[src/hdl/mi3_pkg.sv]
// Package for the 3x3 matrix inverse: element widths, derived datapath widths,
// item types for both channels and the queue entry between front and back.
// No dependencies.
package mi3_pkg;

  localparam int EW = 32;
  localparam int FB = 16;
  localparam int CW = 2 * EW + 1;
  localparam int DW = 3 * EW + 3;
  localparam int QB = EW + 1;
  localparam int SW = DW + QB + 2;
  localparam int QD = 4;
  localparam int QAW = $clog2(QD);

  localparam int PA [18] = '{4, 5, 2, 1, 1, 2, 5, 3, 0, 2, 2, 0, 3, 4, 1, 0, 0, 1};
  localparam int PB [18] = '{8, 7, 7, 8, 5, 4, 6, 8, 8, 6, 3, 5, 7, 6, 6, 7, 4, 3};

  localparam logic [EW-1:0] ELEM_MAX = (EW'(1) << (EW - 1)) - EW'(1);
  localparam logic [EW-1:0] ELEM_MIN = EW'(1) << (EW - 1);
  localparam logic [EW-1:0] UNITY = (FB < EW - 1) ? (EW'(1) << FB) : ELEM_MAX;
  localparam logic [QB:0] LIM = (QB + 1)'(1) << (EW - 1);

  typedef struct packed {
    logic signed [EW-1:0] a00;
    logic signed [EW-1:0] a01;
    logic signed [EW-1:0] a02;
    logic signed [EW-1:0] a10;
    logic signed [EW-1:0] a11;
    logic signed [EW-1:0] a12;
    logic signed [EW-1:0] a20;
    logic signed [EW-1:0] a21;
    logic signed [EW-1:0] a22;
  } mat_t;

  typedef struct packed {
    logic signed [EW-1:0] inv00;
    logic signed [EW-1:0] inv01;
    logic signed [EW-1:0] inv02;
    logic signed [EW-1:0] inv10;
    logic signed [EW-1:0] inv11;
    logic signed [EW-1:0] inv12;
    logic signed [EW-1:0] inv20;
    logic signed [EW-1:0] inv21;
    logic signed [EW-1:0] inv22;
    logic                 singular;
  } res_t;

  typedef struct packed {
    logic [8:0][CW-1:0] cmag;
    logic [8:0]         cneg;
    logic [DW-1:0]      dmag;
    logic               dneg;
    logic               sing;
  } job_t;

endpackage

[src/hdl/mi3_queue.sv]
// Short queue between the front and back parts of the matrix inverse.
// Depends on mi3_pkg.
module mi3_queue
  import mi3_pkg::*;
(
  input  logic clk,
  input  logic rst,
  input  logic push,
  input  job_t wdata,
  output logic full,
  input  logic pop,
  output logic nonempty,
  output job_t rdata
);

  job_t mem [QD];
  logic [QAW-1:0] wr_ptr;
  logic [QAW-1:0] rd_ptr;
  logic [QAW:0] count;

  assign full = (count == (QAW + 1)'(QD));
  assign nonempty = (count != '0);
  assign rdata = mem[rd_ptr];

  always_ff @(posedge clk) begin
    if (push) begin
      mem[wr_ptr] <= wdata;
    end
  end

  always_ff @(posedge clk) begin
    if (rst) begin
      wr_ptr <= '0;
      rd_ptr <= '0;
      count <= '0;
    end else begin
      if (push) begin
        wr_ptr <= wr_ptr + 1'b1;
      end
      if (pop) begin
        rd_ptr <= rd_ptr + 1'b1;
      end
      if (push && !pop) begin
        count <= count + 1'b1;
      end else if (pop && !push) begin
        count <= count - 1'b1;
      end
    end
  end

endmodule

[config.mk]
export PLATFORM = sky130hd
export DESIGN_NAME = mi3_queue
export DESIGN_NICKNAME = d
export VERILOG_FILES = /design/src/hdl/mi3_pkg.sv /design/src/hdl/mi3_queue.sv
export SDC_FILE = /design/constraint.sdc
export NUM_CORES = 2
export LEC_CHECK = 0
export BUFFER_PORTS_ARGS = -buffer_cell sky130_fd_sc_hd__buf_4
export CAP_MARGIN = 20
export CORE_AREA = 5 5 542 544
export CTS_CLUSTER_SIZE = 14
export DETAILED_ROUTE_END_ITERATION = 16
export DIE_AREA = 0 0 547 549
export GPL_ROUTABILITY_DRIVEN = 0
export PLACE_DENSITY = 0.55
export SYNTH_ARGS = -nofsm -noshare
export SYNTH_HDL_FRONTEND = slang
export SYNTH_SLANG_ARGS = --single-unit
[constraint.sdc]
create_clock -name clk -period 27.1 [get_ports clk]
set_clock_uncertainty 0.05 [all_clocks]
set_input_delay 2.71 -clock clk [delete_from_list [all_inputs] [get_ports clk]]
set_output_delay 2.71 -clock clk [all_outputs]
set_load 0.02 [all_outputs]
* Yosys cells after proc, flatten, opt, wreduce, memory -nomap -nowiden
Memory sizes are Yosys's and may differ from the RTL's. A register that Yosys moved wholly into a read port is not among the register bits.
Cells that the tools add are included.
** Storage, ports and cells
- Memory bits (writable) :: 2780
- Register bits :: 7
- Word-level logic and storage cells :: 21
- Memories :: 1
- Output and inout port bits :: 697
- Input port bits :: 699
** Operators by class
- Mux-type cells :: 6
- Equal/unequal tests :: 1
- Reduce and logical (&&, ||, !) cells :: 6
- Add/sub/neg operators :: 4
** Memory list
- mem :: depth 4, bits a word 695, read ports 1, clocked after memory_dff 1, wr ports 1, RTL line mi3_queue.sv:16 : job_t mem [QD];
** Operators with widths (number)
- two-way mux 3 bit :: 2
- adder 2 x 1 -> 2 bit, second input constant :: 2
- two-way mux 2 bit :: 2
- adder 3 x 1 -> 3 bit, second input constant :: 1
- equality test 3 bit, second input constant :: 1
- nonzero test 3 bit :: 1
- subtractor 3 x 1 -> 3 bit, second input constant :: 1
- logical AND 1 bit :: 2
- zero test 1 bit :: 2
- two-way mux 1 bit :: 2
- nonzero test 2 bit :: 1

* Logic depth before layout (Yosys ltp)
- Depth after elaboration :: 4
- Mapped depth :: 7
- Mapped depth without buffers :: 7

* Worst setup path after synthesis
Ideal clock, no wire load.
- Path kind :: input port to flip-flop
- Start point :: input port push
- End point :: memory mem[0][0] (netlist name) (enable)
- Required time :: 25.900 ns
- Setup time :: 1.150 ns
- Cell stages on the path :: 1
- Slack :: 7.619 ns
- Buffers on the path :: 0
- Data arrival time :: 18.280 ns
- Cells stage by stage :: and2_1
** On the way
- Word-level cells in the longest chain between the ends :: 2
** RTL lines
- start: declaration :: RTL line mi3_queue.sv:8 : input logic push,
- two-way mux 1 bit :: RTL line mi3_queue.sv:26 : if (push) begin
- two-way mux 1 bit (not written as such) :: RTL line mi3_queue.sv:27 : mem[wr_ptr] <= wdata;
- end: declaration :: RTL line mi3_queue.sv:16
No other way between the ends.

==> reports/qor.txt <==
hold path depth: 2
post-synth net total: 4,378
Synth Area in Compound Gates: 0.0000994
Post-Syn Area per Cell: 27.4 um^2
Tot Pwr: 0.0101 W
Row Count: 198
Max VDD drop: 0.0000622 V
final core occ: 0.432
Clock Sinks: 2,789
total number of yosys warnings: 0
largest family of logic cells by synthesized area: multiplexers
CP Data Arrival Time: 6.48 ns
Die W: 547 um
XOR/XNOR Fraction of Synth Area: 0.000435
Syn Std Cell Area: 101,000 um^2
core footprint: 289,000 um^2
slew margin rel.: 0.211
# port buffers: 1,395
nets@finish: 5,990
Detailed Route WL: 279 mm
Leakage Power: 41.2 nW
maximum clock insertion buffer count: 4
TritonCTS buffer count: 301
crit path kind: reg2out
Final Max Tran Viols: 0
Yosys top cell area share: 0.829
Ports: 1,396
library cells used by synthesis: 21
WHS: 0.459 ns
Period Utilization, post-route: 0.341
Seq/Total Area, Yosys: 0.831
post-CTS resize count: 0
H-tree lvl count: 5
Final Hold Viols: 0
final instance area: 125,000 um^2
CTS tree: yes
area delta synth->final: 24.0%
setup repair after global routing missed its margin: false
post-place instance area: 115,000 um^2
routed vias/inst: 4.98
Slew @ Worst Pin: 1.18 ns
fraction of layout cells with a size suffix above 1: 0.464
minimum clock period: 9.24 ns
CP endpoint kind: output port
mux contribution to synthesized area: 0.156
drt pass-1 iters: 7
Final setup viols: 0
Adder-Cell Fraction of Synth Area: 0.000820
Die Height: 549 um
FF-to-FF path depth: 8
largest net degree at the start of global routing: 141
max_cap viols: 0
GRT Residual Overflow: 0
drt wl/cell: 29.8 um
wire length of the first global-routing pass: 386 mm
P per Cell Area: 81.0 nW/um^2
Antenna Nets Post-Route: 0
vias: 46,624
clk root buf: clkbuf_16
CP required: 24.34 ns
status: finished, final reports clean
Critical Path Start Type: flip-flop
crit-path max FO: 109
Fin Setup TNS: 0 ns
Syn Inst Count: 3,673
worst skew pair latency: 0.83 ns
HP Class: reg2reg
Setup Buffers After CTS: 0
post-synthesis simple-gate area fraction: 0.000745
Post-CTS Hold Buffers: 0
initial antenna violation count: 128
Max Fclk: 108 MHz
all-layer global routing usage: 0.180
cell taking the most area after synthesis: edfxtp_1
starting DRC count in detailed routing: 3,646
DRC viols: 0
main area contributors after synthesis: edfxtp_1 83%, mux4_2 16%, buf_6 0.68%
hpwl dp: 189 mm
reg-to-reg slack, setup: 21.33 ns
vias in the first global route: 48,939
Die Area: 300,000 um^2
Synth Register Bits: 2,789
Initial Utilization: 0.348
CTS clk-pin slew, worst paths: 0.06 ns
## cells in the final DEF (no fill, tap or decap), drive strengths merged, types with 3 or more instances in the layout
master    instances
bufinv           12
inv              14
clkinv          129
buf            1464
clkbuf          379
and2              4
edfxtp         2780
xor2              3
nor2              7
mux4            695
diode            40
ha                5
clkinvlp          5
dfxtp             9
## worst paths after layout
path	start	endpoint
setup / recovery	flip-flop	rdata[242]
hold / removal	count[2]$_SDFFE_PP0P_	count[2]$_SDFFE_PP0P_
setup reg to reg	wr_ptr[0]$_SDFFE_PP0P_	mem[2][243]$_DFFE_PP_
hold reg to reg	count[2]$_SDFFE_PP0P_	count[2]$_SDFFE_PP0P_
## cells in the mapped netlist
cell type	instances
edfxtp_1	2780
mux4_2	695
buf_2	68
buf_6	61
clkbuf_1	13
buf_4	11
dfxtp_1	9
nor2_1	7
ha_1	5
and2_1	4
inv_1	4
xor2_1	3
buf_1	2
mux2i_1	2
or3_1	2
xnor2_1	2
a21oi_1	1
fa_1	1
nand2_1	1
nor3b_1	1
o21ai_0	1
## where the power goes
group / internal [W] / leakage, nW / total, W / switching, W
registers: 0.00497 / 25.6 / 0.00501 / 0.0000437
logic: 0.000506 / 11.0 / 0.00123 / 0.000728
clock network: 0.00221 / 4.53 / 0.00387 / 0.00167
## cell type report
class / instances / area, um^2
fillers: 24629 / 164000
flip-flops and latches: 2789 / 83700
inverters: 4 / 15.0
multi-input cells: 725 / 15900
well taps: 3800 / 4750
clock inverters: 156 / 1400
clock buffers: 379 / 7930
diodes: 40 / 100
repair buffers: 1464 / 11100
## worst max-delay path: stages, from the launching register on
cell	delay (ns)
dfxtp_4	0.79
buf_12	0.69
buf_4	0.77
buf_4	0.70
buf_4	0.74
buf_4	0.83
mux4_2	0.64
buf_4	0.18
## kinds of logic after synthesis
group,Yosys count
AO/OA/AOI/OAI,2
XOR/XNOR,5
adder cells (fa/ha/maj),6
buffers and inverters,159
flip-flops,2789
multiplexers,697
AND/OR/NAND/NOR,15
## flip-flops by register name, summed over array words and instances (netlist names), named ones only
signal  cells
mem      2780
count       3
rd_ptr      2
wr_ptr      2
## per-layer routing
| metal | share of wire | vias to the layer above | track usage | wire length [um] |
|---|---|---|---|---|
| met1 | 0.36 | 24763 | 0.209 | 99800 |
| met3 | 0.13 | 558 | 0.0968 | 35600 |
| li1 | - | 19388 | - | - |
| met2 | 0.48 | 1781 | 0.291 | 134000 |
| met4 | 0.033 | 134 | 0.0526 | 9240 |
| met5 | 0.0030 | - | 0 | 851 |
## stage by stage
step / setup WS (ns) / instances
after floorplan: 7.62 / 3673
after global placement: 18.36 / 8782
after detailed placement: 18.33 / 8782
after CTS: 17.35 / 9317
after global routing: 16.97 / 9322
final: 17.86 / 9357
No activity file was read; power rests on OpenSTA's default activity.
